**src/rtl/ikxc_pkg.sv**
```systemverilog
// ----------------------------------------------------------------------------
// ikxc_pkg - shared types and constants of the ISAAC keystream XOR cipher
// Command and error codes, controller states, datapath operations and the
// mixing helpers used by the key set-up and the generator round.
// ----------------------------------------------------------------------------
package ikxc_pkg;

   // request command codes
   localparam logic [1:0] CMD_KEY   = 2'd0;
   localparam logic [1:0] CMD_START = 2'd1;
   localparam logic [1:0] CMD_DATA  = 2'd2;

   // result error codes
   localparam logic [1:0] ERR_NONE      = 2'd0;
   localparam logic [1:0] ERR_KEY_FULL  = 2'd1;
   localparam logic [1:0] ERR_KEY_EMPTY = 2'd2;

   localparam logic [31:0] GOLDEN_RATIO = 32'h9e3779b9;

   typedef enum logic [4:0] {
      ST_IDLE,
      ST_ERR_FULL,
      ST_ERR_EMPTY,
      ST_FILL_RD,
      ST_FILL_WR,
      ST_MIX_INIT,
      ST_INIT_SCR,
      ST_SEED_RD,
      ST_SEED_ADD,
      ST_SEED_SCR,
      ST_SEED_WR,
      ST_FINISH,
      ST_GEN_START,
      ST_G0,
      ST_G1,
      ST_G2,
      ST_G3,
      ST_G4,
      ST_G5,
      ST_DATA_RD,
      ST_DATA_OUT
   } state_type;

   typedef enum logic [4:0] {
      OP_NONE,
      OP_KEY_WR,
      OP_START,
      OP_ERR_FULL,
      OP_ERR_EMPTY,
      OP_FILL_RD,
      OP_FILL_WR,
      OP_MIX_INIT,
      OP_INIT_SCR,
      OP_SEED_RD,
      OP_SEED_ADD,
      OP_SEED_SCR,
      OP_SEED_WR,
      OP_FINISH,
      OP_GEN_START,
      OP_G0,
      OP_G1,
      OP_G2,
      OP_G3,
      OP_G4,
      OP_G5,
      OP_DATA_RD,
      OP_DATA_OUT
   } dp_op_type;

   typedef struct packed {
      logic      accept;
      dp_op_type op;
   } dp_cmd_type;

   typedef struct packed {
      logic key_full;
      logic key_empty;
      logic bl_zero;
      logic fill_last;
      logic step_last;
      logic scr_last;
      logic widx_last;
      logic blk_last;
      logic pass_second;
   } dp_status_type;

   // shift term of one scramble step
   function automatic logic [31:0] scramble_shift(input logic [2:0] step,
                                                  input logic [31:0] v);
      logic [31:0] r;
      case (step)
         3'd0:    r = v << 11;
         3'd1:    r = v >> 2;
         3'd2:    r = v << 8;
         3'd3:    r = v >> 16;
         3'd4:    r = v << 10;
         3'd5:    r = v >> 4;
         3'd6:    r = v << 8;
         3'd7:    r = v >> 9;
         default: r = v;
      endcase
      return r;
   endfunction

   // a ^ shifted a, shift chosen by the low word index bits
   function automatic logic [31:0] gen_mix(input logic [1:0] sel, input logic [31:0] a);
      logic [31:0] r;
      case (sel)
         2'd0:    r = a ^ (a << 13);
         2'd1:    r = a ^ (a >> 6);
         2'd2:    r = a ^ (a << 2);
         2'd3:    r = a ^ (a >> 16);
         default: r = a;
      endcase
      return r;
   endfunction

endpackage

```
**src/rtl/ikxc_ctrl.sv**
```systemverilog
// ----------------------------------------------------------------------------
// ikxc_ctrl - sequencer of the ISAAC keystream XOR cipher
// Handshakes, state machine and result valid; issues one datapath op a cycle unless waiting on req or a stalled result.
// ----------------------------------------------------------------------------
module ikxc_ctrl (
   input  logic                   clock,
   input  logic                   reset,
   input  logic                   req_valid,
   input  logic [1:0]             req_cmd,
   output logic                   req_stall,
   output logic                   rsp_valid,
   input  logic                   rsp_stall,
   input  ikxc_pkg::dp_status_type dp_status,
   output ikxc_pkg::dp_cmd_type    dp_cmd
);
   import ikxc_pkg::*;

   state_type state_ff, state_in;
   logic      rsp_valid_ff, rsp_valid_in;
   logic      accept, out_free, rsp_load;

   always_ff @(posedge clock) begin
      if (reset) begin
         state_ff     <= ST_IDLE;
         rsp_valid_ff <= 1'b0;
      end else begin
         state_ff     <= state_in;
         rsp_valid_ff <= rsp_valid_in;
      end
   end

   assign req_stall = (state_ff != ST_IDLE);
   assign accept    = req_valid && !req_stall;
   assign out_free  = !rsp_valid_ff || !rsp_stall;
   assign rsp_valid = rsp_valid_ff;

   always_comb begin
      state_in      = state_ff;
      rsp_load      = 1'b0;
      dp_cmd.accept = accept;
      dp_cmd.op     = OP_NONE;
      case (state_ff)
         ST_IDLE: begin
            if (accept) begin
               case (req_cmd)
                  CMD_KEY: begin
                     if (dp_status.key_full) state_in = ST_ERR_FULL;
                     else dp_cmd.op = OP_KEY_WR;
                  end
                  CMD_START: begin
                     if (dp_status.key_empty) state_in = ST_ERR_EMPTY;
                     else begin
                        dp_cmd.op = OP_START;
                        state_in  = ST_FILL_RD;
                     end
                  end
                  CMD_DATA: begin
                     if (dp_status.bl_zero) state_in = ST_GEN_START;
                     else begin
                        dp_cmd.op = OP_DATA_RD;
                        state_in  = ST_DATA_OUT;
                     end
                  end
                  default: state_in = ST_IDLE;
               endcase
            end
         end
         ST_ERR_FULL: begin
            if (out_free) begin
               dp_cmd.op = OP_ERR_FULL;
               rsp_load  = 1'b1;
               state_in  = ST_IDLE;
            end
         end
         ST_ERR_EMPTY: begin
            if (out_free) begin
               dp_cmd.op = OP_ERR_EMPTY;
               rsp_load  = 1'b1;
               state_in  = ST_IDLE;
            end
         end
         ST_FILL_RD: begin
            dp_cmd.op = OP_FILL_RD;
            state_in  = ST_FILL_WR;
         end
         ST_FILL_WR: begin
            dp_cmd.op = OP_FILL_WR;
            state_in  = dp_status.fill_last ? ST_MIX_INIT : ST_FILL_RD;
         end
         ST_MIX_INIT: begin
            dp_cmd.op = OP_MIX_INIT;
            state_in  = ST_INIT_SCR;
         end
         ST_INIT_SCR: begin
            dp_cmd.op = OP_INIT_SCR;
            if (dp_status.step_last && dp_status.scr_last) state_in = ST_SEED_RD;
         end
         ST_SEED_RD: begin
            dp_cmd.op = OP_SEED_RD;
            state_in  = ST_SEED_ADD;
         end
         ST_SEED_ADD: begin
            dp_cmd.op = OP_SEED_ADD;
            state_in  = dp_status.step_last ? ST_SEED_SCR : ST_SEED_RD;
         end
         ST_SEED_SCR: begin
            dp_cmd.op = OP_SEED_SCR;
            if (dp_status.step_last) state_in = ST_SEED_WR;
         end
         ST_SEED_WR: begin
            dp_cmd.op = OP_SEED_WR;
            if (dp_status.step_last) begin
               if (dp_status.blk_last && dp_status.pass_second) state_in = ST_FINISH;
               else state_in = ST_SEED_RD;
            end
         end
         ST_FINISH: begin
            dp_cmd.op = OP_FINISH;
            state_in  = ST_IDLE;
         end
         ST_GEN_START: begin
            dp_cmd.op = OP_GEN_START;
            state_in  = ST_G0;
         end
         ST_G0: begin
            dp_cmd.op = OP_G0;
            state_in  = ST_G1;
         end
         ST_G1: begin
            dp_cmd.op = OP_G1;
            state_in  = ST_G2;
         end
         ST_G2: begin
            dp_cmd.op = OP_G2;
            state_in  = ST_G3;
         end
         ST_G3: begin
            dp_cmd.op = OP_G3;
            state_in  = ST_G4;
         end
         ST_G4: begin
            dp_cmd.op = OP_G4;
            state_in  = ST_G5;
         end
         ST_G5: begin
            dp_cmd.op = OP_G5;
            state_in  = dp_status.widx_last ? ST_DATA_RD : ST_G0;
         end
         ST_DATA_RD: begin
            dp_cmd.op = OP_DATA_RD;
            state_in  = ST_DATA_OUT;
         end
         ST_DATA_OUT: begin
            if (out_free) begin
               dp_cmd.op = OP_DATA_OUT;
               rsp_load  = 1'b1;
               state_in  = ST_IDLE;
            end
         end
         default: state_in = ST_IDLE;
      endcase
   end

   assign rsp_valid_in = rsp_load || (rsp_valid_ff && rsp_stall);

`ifndef ASSERT_OFF
   a_rsp_source: assert property (@(posedge clock) disable iff (reset)
      $rose(rsp_valid_ff) |-> $past(state_ff == ST_DATA_OUT || state_ff == ST_ERR_FULL
                                    || state_ff == ST_ERR_EMPTY))
      else $error("result raised outside an output state");
   a_start_fill: assert property (@(posedge clock) disable iff (reset)
      (accept && req_cmd == CMD_START && !dp_status.key_empty) |=> state_ff == ST_FILL_RD)
      else $error("start with key did not enter fill");
   a_gen_done: assert property (@(posedge clock) disable iff (reset)
      (state_ff == ST_G5 && dp_status.widx_last) |=> (state_ff == ST_DATA_RD
                                                       && !dp_status.bl_zero))
      else $error("round end did not refill byte count");
   a_no_overwrite: assert property (@(posedge clock) disable iff (reset)
      (rsp_valid_ff && rsp_stall) |-> !rsp_load)
      else $error("stalled result overwritten");
`endif

endmodule

```
**config.mk**
```make
export PLATFORM = sky130hd
export DESIGN_NAME = ikxc_ctrl
export DESIGN_NICKNAME = d
export VERILOG_FILES = /design/src/rtl/ikxc_pkg.sv /design/src/rtl/ikxc_ctrl.sv
export SDC_FILE = /design/constraint.sdc
export NUM_CORES = 1
export LEC_CHECK = 0
export BUFFER_PORTS_ARGS = -buffer_cell sky130_fd_sc_hd__buf_2
export CAP_MARGIN = 5
export CELL_PAD_IN_SITES_DETAIL_PLACEMENT = 0
export CELL_PAD_IN_SITES_GLOBAL_PLACEMENT = 1
export CORE_MARGIN = 2
export CORE_UTILIZATION = 40
export CTS_CLUSTER_SIZE = 10
export DETAILED_ROUTE_END_ITERATION = 8
export PLACE_DENSITY = 0.94
export SYNTH_ARGS = -nofsm -noshare
export SYNTH_HDL_FRONTEND = slang
export SYNTH_SLANG_ARGS = --single-unit
```
**constraint.sdc**
```tcl
create_clock -name clock -period 4.2 [get_ports clock]
set_input_delay 0.84 -clock clock [delete_from_list [all_inputs] [get_ports clock]]
set_output_delay 0.84 -clock clock [all_outputs]
set_load 0.005 [all_outputs]
```
* Yosys cells after proc, flatten, opt, wreduce, memory -nomap -nowiden *
Cells that the tools add are included.

word-level totals
  output and inout port bits = 8
  word-level logic and storage cells = 69
  bits in registers = 6
  input port bits = 15

operators by class
  reduce and logical (&&, ||, !) cells = 14
  multiplexer cells = 25
  equal/unequal tests = 28

operators by type and width
  kind                number
  $pmux 5 s21         1
  $pmux 5 s18         1
  $mux 5              11
  $eq 5x4->1 const B  8
  $pmux 5 s3          2
  $eq 5x5->1 const B  5
  $eq 5x3->1 const B  4
  $eq 5x2->1 const B  2
  $mux 4              2
  $ne 2x2->1 const B  4
  $mux 3              2
  $reduce_and 6->1    1
  $eq 5x1->1 const B  1
  $logic_not 5->1     1
  $reduce_bool 5->1   1
  $logic_and 1x1->1   4
  $mux 1              4
  $mux 2              2
  $logic_not 1->1     3
  $ne 3x3->1 const B  1
  $reduce_or 3->1     1
  $eq 2x1->1 const B  1
  $eq 2x2->1 const B  1
  $logic_not 2->1     1
  other kinds (2)     3

* Depth between registers and ports, before layout *
Gate-level depths: netlist of run 1.

  depth after elaboration = 5
  mapped depth = 7
  depth with buffers taken out = 6

* Worst setup path before layout of run 1 *
Ideal clock, no wire load.

  kind = input to output
  from = input port req_cmd[0]
  to = output port dp_cmd[4] in the netlist's numbering
  data arrival time = 1421 ps
  cell stages on the path = 3
  buffers on the path = 0
  path slack = 1939 ps
  data required time = 3360 ps
  path through = nand2b_1 > o32ai_1 > a211o_1

RTL lines
  item             line             text
  start, declared  ikxc_ctrl.sv:9   input logic [1:0] req_cmd,
  end, declared    ikxc_ctrl.sv:14  output ikxc_pkg::dp_cmd_type dp_cmd

==> flow_metrics.tcl, run 1 <==
set metrics [dict create \
    cts_made_buffers 3 \
    ys.flop_type "dfxtp_1" \
    grt_pass1_wl_um 4150 \
    fin_ws_ns 1.29 \
    vias_per_cell 5.91 \
    track_usage_pct 21.1 \
    area_growth_pct 12.2 \
    io_pins 23 \
    cts_tree "done" \
    core_area_um2 2150 \
    hold_viol_final 0 \
    ir_worst_vdd_mv 0.312 \
    clock-sinks 6 \
    period_minus_slack_ns 2.91 \
    die_area_um2 2620 \
    synthXorXnorAreaFrac_pct 2.81 \
    p_leak_nw 0.405 \
    crit_start "state_ff[4]$_SDFFE_PP0P_" \
    crit_type "reg2out" \
    rsz0062_at_grt "no" \
    worstPathCellList "nor2_1, and3_1, nand2_1, o32ai_1, a211o_1, buf_2" \
    critical-path-max-stage-delay_ns 0.76 \
    final_nets 155 \
    cts_max_level 1 \
    crit_fanout 20 \
    worstMarginPinSlew_ns 0.696 \
    layout_common_cells "buf_2, nand2_1, nor2_1" \
    setup.worst_path.start_class "flip-flop" \
    antenna_left 0 \
    maxCapViolCount 0 \
    syn_avg_cell_area_um2 7.23 \
    port_buffers 22 \
    ctsLongestPathBuffers 2 \
    rrSetupSlack_ns 1.88 \
    wl_per_cell_um 14.8 \
    clk_latency_ns 0.25 \
    drt-pass1-iter-count 4 \
    pwr_density_cell_nw_per_um2 686 \
    seq_area_frac_synth_pct 13.5 \
    ys_warn_count 0 \
    vias 981 \
    synth-async-reset-ratio_pct 0 \
    slew_headroom_pct 53.3 \
    syn-cell-area_um2 890 \
    final_common_cell "buf_2" \
    die_x_um 51.2 \
    finalMaxSlewViolations 0 \
    grt-ovfl-total 0 \
    gp_congestion 0.834 \
    pre_cts_ws_ns 1.59 \
    hp-class "reg2reg" \
    wirelength_um 2460 \
    antenna_cells 0 \
    postCtsHoldBufs 0 \
    timing.fmax_ghz 0.344 \
    antenna_found_initial 0 \
    start_util_pct 41.4 \
    min_from "rsp_valid$_SDFF_PP0_" \
    r2r-start "state_ff[2]$_SDFFE_PP0P_" \
    finalPower_mw 0.685 \
    yosys_register_bits 6 \
    yosysUniqueCellTypes 46 \
    synth-simple-area-share_pct 31.8 \
    rows 17 \
    cpMaxStageDelayCell "dfxtp_1" \
    first_global_vias 901 \
    syn_nets 138 \
    run_status "finished, final reports clean" \
    synth_edf_count 0 \
    synthMuxAreaShare_pct 5.06 \
    syn_inst 123 \
    path_clk_slew_ns 0.05 \
    required_ns 3.36 \
    setup_viol 0 \
    arrival_ns 2.07 \
    grt_max_degree 21 \
    synth_top_family_by_area "compound AO/OA/AOI/OAI gates" \
    synthAdderAreaFrac_pct 0 \
    die_h_um 51.2 \
    synth_compound_area_share_pct 37.7 \
    finClkSkew_ns 0.00530 \
    drive_gt1_share_pct 23.9 \
    fin_tns_setup_ns 0 \
    cts.repair.resized 0 \
    post-dp-hpwl_um 1860 \
    min_period_over_period_pct 69.2 \
    end_kind "output port" \
    drtIter0Drc 30 \
    cts_root_buf "clkbuf_4" \
    cts_setup_buffers 0 \
    drc_errors 0 \
]
## metal layers
metal | global-route usage (%) | share of wire [%] | vias up
met5 | 0 | 0 | -
met4 | 9.46 | 2.1 | 0
met3 | 2.63 | 8.4 | 6
li1 | - | - | 488
met2 | 33.5 | 44 | 49
met1 | 28.3 | 45 | 438
## final timing paths
| kind | depth (start not counted) | to |
|---|---|---|
| max reg2reg | 5 | state_ff[4]$_SDFFE_PP0P_ |
| min | 2 | rsp_valid$_SDFF_PP0_ |
| max | 6 | dp_cmd[4] |
| min reg2reg | 2 | rsp_valid$_SDFF_PP0_ |
## critical path, delay by kind of cell (launching register included)
family                 cells  cell delay, ns
DFF                        1            0.76
buffers and inverters      1            0.12
AOI/OAI and AO/OA          2            0.35
and+or+nand+nor            3            0.59
## cells in the mapped netlist, types with 3 or more instances
cell	instances	share of area, %
a21oi_1	8	4.5
and3_1	3	2.1
buf_2	5	2.8
dfxtp_1	6	14
inv_1	5	2.1
mux2i_1	3	3.4
nand2_1	10	4.2
nand2b_1	8	5.6
nor2_1	10	4.2
nor2b_1	6	4.2
nor3_1	3	1.7
o211ai_1	4	3.4
o21ai_0	9	5.1
o31ai_1	3	2.5
o32ai_1	3	3.0
## sequential cells by signal (all words and copies together) (netlist names)
register   cells
state_ff       5
rsp_valid      1
## logic make-up after synthesis
| logic type | count (synthesis) |
|---|---|
| XOR/XNOR | 2 |
| AND/OR/NAND/NOR | 52 |
| multiplexers | 4 |
| flip-flops | 6 |
| AO/OA/AOI/OAI | 43 |
| buffers and inverters | 16 |
## per-stage QoR
stage               area [µm²]  hold slack (ns)  util (%)  cells
global route               998            0.742      46.5    166
finish                     998            0.703      46.5    166
CTS                        998            0.702      46.5    166
global placement           976            0.664      45.4    163
detailed placement         976            0.696      45.4    163
floorplan                  890            0.585         -    123
## where the power goes
| part | switching, mW | total (mW) | internal (mW) |
|---|---|---|---|
| Combinational | 0.245 | 0.471 | 0.226 |
| Clock | 0.0208 | 0.0531 | 0.0323 |
| Sequential | 0.0815 | 0.161 | 0.0791 |
## layout make-up
cell class,count,area (µm²)
timing repair buffer,22,110
fill,227,1150
multi-input combinational,101,688
clock buffer,3,22.5
sequential,6,120
tap,28,35.0
inverter,6,22.5
Power figures use the tool's default switching activity.
==> run 2, diff against run 1 <==
--- a/config.mk
+++ b/config.mk
@@ -5,15 +5,16 @@
 export SDC_FILE = /design/constraint.sdc
 export NUM_CORES = 1
 export LEC_CHECK = 0
+export ABC_AREA = 1
 export BUFFER_PORTS_ARGS = -buffer_cell sky130_fd_sc_hd__buf_2
 export CAP_MARGIN = 5
 export CELL_PAD_IN_SITES_DETAIL_PLACEMENT = 0
 export CELL_PAD_IN_SITES_GLOBAL_PLACEMENT = 1
 export CORE_MARGIN = 2
-export CORE_UTILIZATION = 40
+export CORE_UTILIZATION = 34
 export CTS_CLUSTER_SIZE = 10
 export DETAILED_ROUTE_END_ITERATION = 8
-export PLACE_DENSITY = 0.94
+export PLACE_DENSITY = 0.88
 export SYNTH_ARGS = -nofsm -noshare
 export SYNTH_HDL_FRONTEND = slang
 export SYNTH_SLANG_ARGS = --single-unit
==> constraint.sdc (replaced) <==
create_clock -name clock -period 3 [get_ports clock]
set_input_delay 0.6 -clock clock [delete_from_list [all_inputs] [get_ports clock]]
set_output_delay 0.6 -clock clock [all_outputs]
set_load 0.005 [all_outputs]
==> flow_metrics.tcl, run 2 <==
set metrics [dict create \
    grt-ovfl-total 0 \
    die_x_um 55.6 \
    grt_max_degree 14 \
    stdcell_count 218 \
    syn_nets 182 \
    cts_made_buffers 3 \
    min_period_over_period_pct 85.4 \
    dp.cells 215 \
    final_nets 205 \
    cts_setup_buffers 0 \
    cts_tree "done" \
    required_ns 2.40 \
    seq_area_frac_synth_pct 13.3 \
    die_area_um2 3090 \
    largest_reg_flops 5 \
    syn_avg_cell_area_um2 5.42 \
    path_clk_slew_ns 0.04 \
    ctsLongestPathBuffers 2 \
    syn_inst 167 \
    post-dp-hpwl_um 2160 \
    antenna_cells 0 \
    timing.fmax_ghz 0.390 \
    crit_type "reg2out" \
    cts.repair.resized 0 \
    finalMaxSlewViolations 0 \
    clock-sinks 6 \
    setup_viol 0 \
    p_sw_share_pct 57.6 \
    hp-class "in2reg" \
    netlist.area_leader.share_pct 22.4 \
    p_leak_nw 0.591 \
    crit_path_frequent_cell "inv_1" \
    start_util_pct 36.2 \
    slew_headroom_pct 65.5 \
    path_delay_family "flip-flops" \
    rsz0062_at_grt "no" \
    area_growth_pct 15.8 \
    critical-path-max-stage-delay_ns 0.58 \
    first_global_vias 1014 \
    ys_warn_count 0 \
    yosysUniqueCellTypes 22 \
    drive_gt1_share_pct 25.5 \
    antenna_left 0 \
    postCtsHoldBufs 0 \
    crit_buf_inv 3 \
    port_buffers 22 \
    p_sw_mw 0.539 \
    clk_latency_ns 0.24 \
    internal_power_mw 0.398 \
    arrival_ns 1.96 \
    die_h_um 55.6 \
    antenna_found_initial 0 \
    core_area_um2 2500 \
    setup.worst_path.start_class "flip-flop" \
    drtIter0Drc 58 \
    end_kind "output port" \
    cpMaxStageDelayCell "dfxtp_1" \
    fin_tns_setup_ns 0 \
    final_common_cell "nand2_1" \
    synth_edf_count 0 \
    cts_max_level 1 \
    period_minus_slack_ns 2.56 \
    maxCapViolCount 0 \
    synth_most_common_cell "nand2_1" \
    yosys_register_bits 6 \
    ir_worst_vdd_mv 0.437 \
    gp_congestion 1.03 \
    worstMarginPinSlew_ns 0.517 \
    power_frac_seq_pct 19.8 \
    pwr-share-comb_pct 72.5 \
    ys.flop_type "dfxtp_1" \
    grt_pass1_wl_um 4360 \
    hold_viol_final 0 \
    synthTopCellsByCount "nand2_1, nor2_1, inv_1" \
    regMostFlops "state_ff" \
    run_status "finished, final reports clean" \
    worstPathCellList "inv_1, nand2_2, nor2_4, nand3_1, inv_1, a21oi_1, o2111ai_1, buf_2" \
    syn-cell-area_um2 905 \
    pwr_density_cell_nw_per_um2 895 \
    drc_errors 0 \
    clock_power_share_pct 7.7 \
    io_pins 23 \
    synth-async-reset-ratio_pct 0 \
    wirelength_um 2610 \
    layout_common_cells "nand2_1, buf_2, nor2_1" \
    crit_fanout 11 \
    finClkSkew_ns 0.00131 \
    cts_root_buf "clkbuf_4" \
    track_usage_pct 17.2 \
    synth_top_area_cell "nand2_1" \
    vias_per_cell 5.28 \
    rows 18 \
    drt-pass1-iter-count 4 \
    vias 1152 \
    wl_per_cell_um 12.0 \
    synthTopCellsByArea "nand2_1, dfxtp_1, nor2_1, nand3_1, inv_1" \
]
## run 2: cell type report
type | count | area (µm²)
repair buffers | 22 | 110
multi-input cells | 135 | 674
flip-flops and latches | 6 | 120
inverters | 22 | 82.6
well taps | 30 | 37.5
fillers | 281 | 1450
clock buffers | 3 | 22.5
## run 2: metal layers
metal	share of wire, %	global-route usage [%]
met5	0	0
met4	1.8	6.97
met3	7.5	1.86
met2	47	27.9
met1	43	23.2
## run 2: kinds of logic after synthesis
group           Yosys count  synth area share [%]
flops                     6                  13.3
compound gates           24                  16.3
simple gates            111                  58.2
buf+inv                  26                  12.2
## run 2: worst paths after layout
kind	startpoint	end	slack, ns	cells past startpoint
worst min register to register	state_ff[2]$_SDFFE_PP0P_	state_ff[2]$_SDFFE_PP0P_	0.59	2
worst min-delay path	reset	state_ff[2]$_SDFFE_PP0P_	0.59	2
worst max-delay path	state_ff[4]$_SDFFE_PP0P_	dp_cmd[4]	0.44	8
worst max register to register	state_ff[0]$_SDFFE_PP0P_	state_ff[3]$_SDFFE_PP0P_	1.29	10
## run 2: power by group through the flow
stage | sequential [mW] | clock [mW] | combinational, mW
finish | 0.186 | 0.0718 | 0.680
CTS | 0.184 | 0.0753 | 0.674
floorplan | 0.140 | 0 | 0.535
detailed placement | 0.186 | 0 | 0.669
global placement | 0.186 | 0 | 0.678
global route | 0.192 | 0.0796 | 0.751
## run 2: through the flow
stage	total power [mW]	worst slack (ns)	utilization [%]	cell area, µm²	hold slack [ns]
floorplan	0.674	1.23	-	905	0.532
global placement	0.864	0.625	41.0	1020	0.595
detailed placement	0.855	0.748	41.0	1020	0.590
CTS	0.933	0.488	41.9	1050	0.586
global route	1.02	0.330	41.9	1050	0.597
finish	0.937	0.437	41.9	1050	0.586
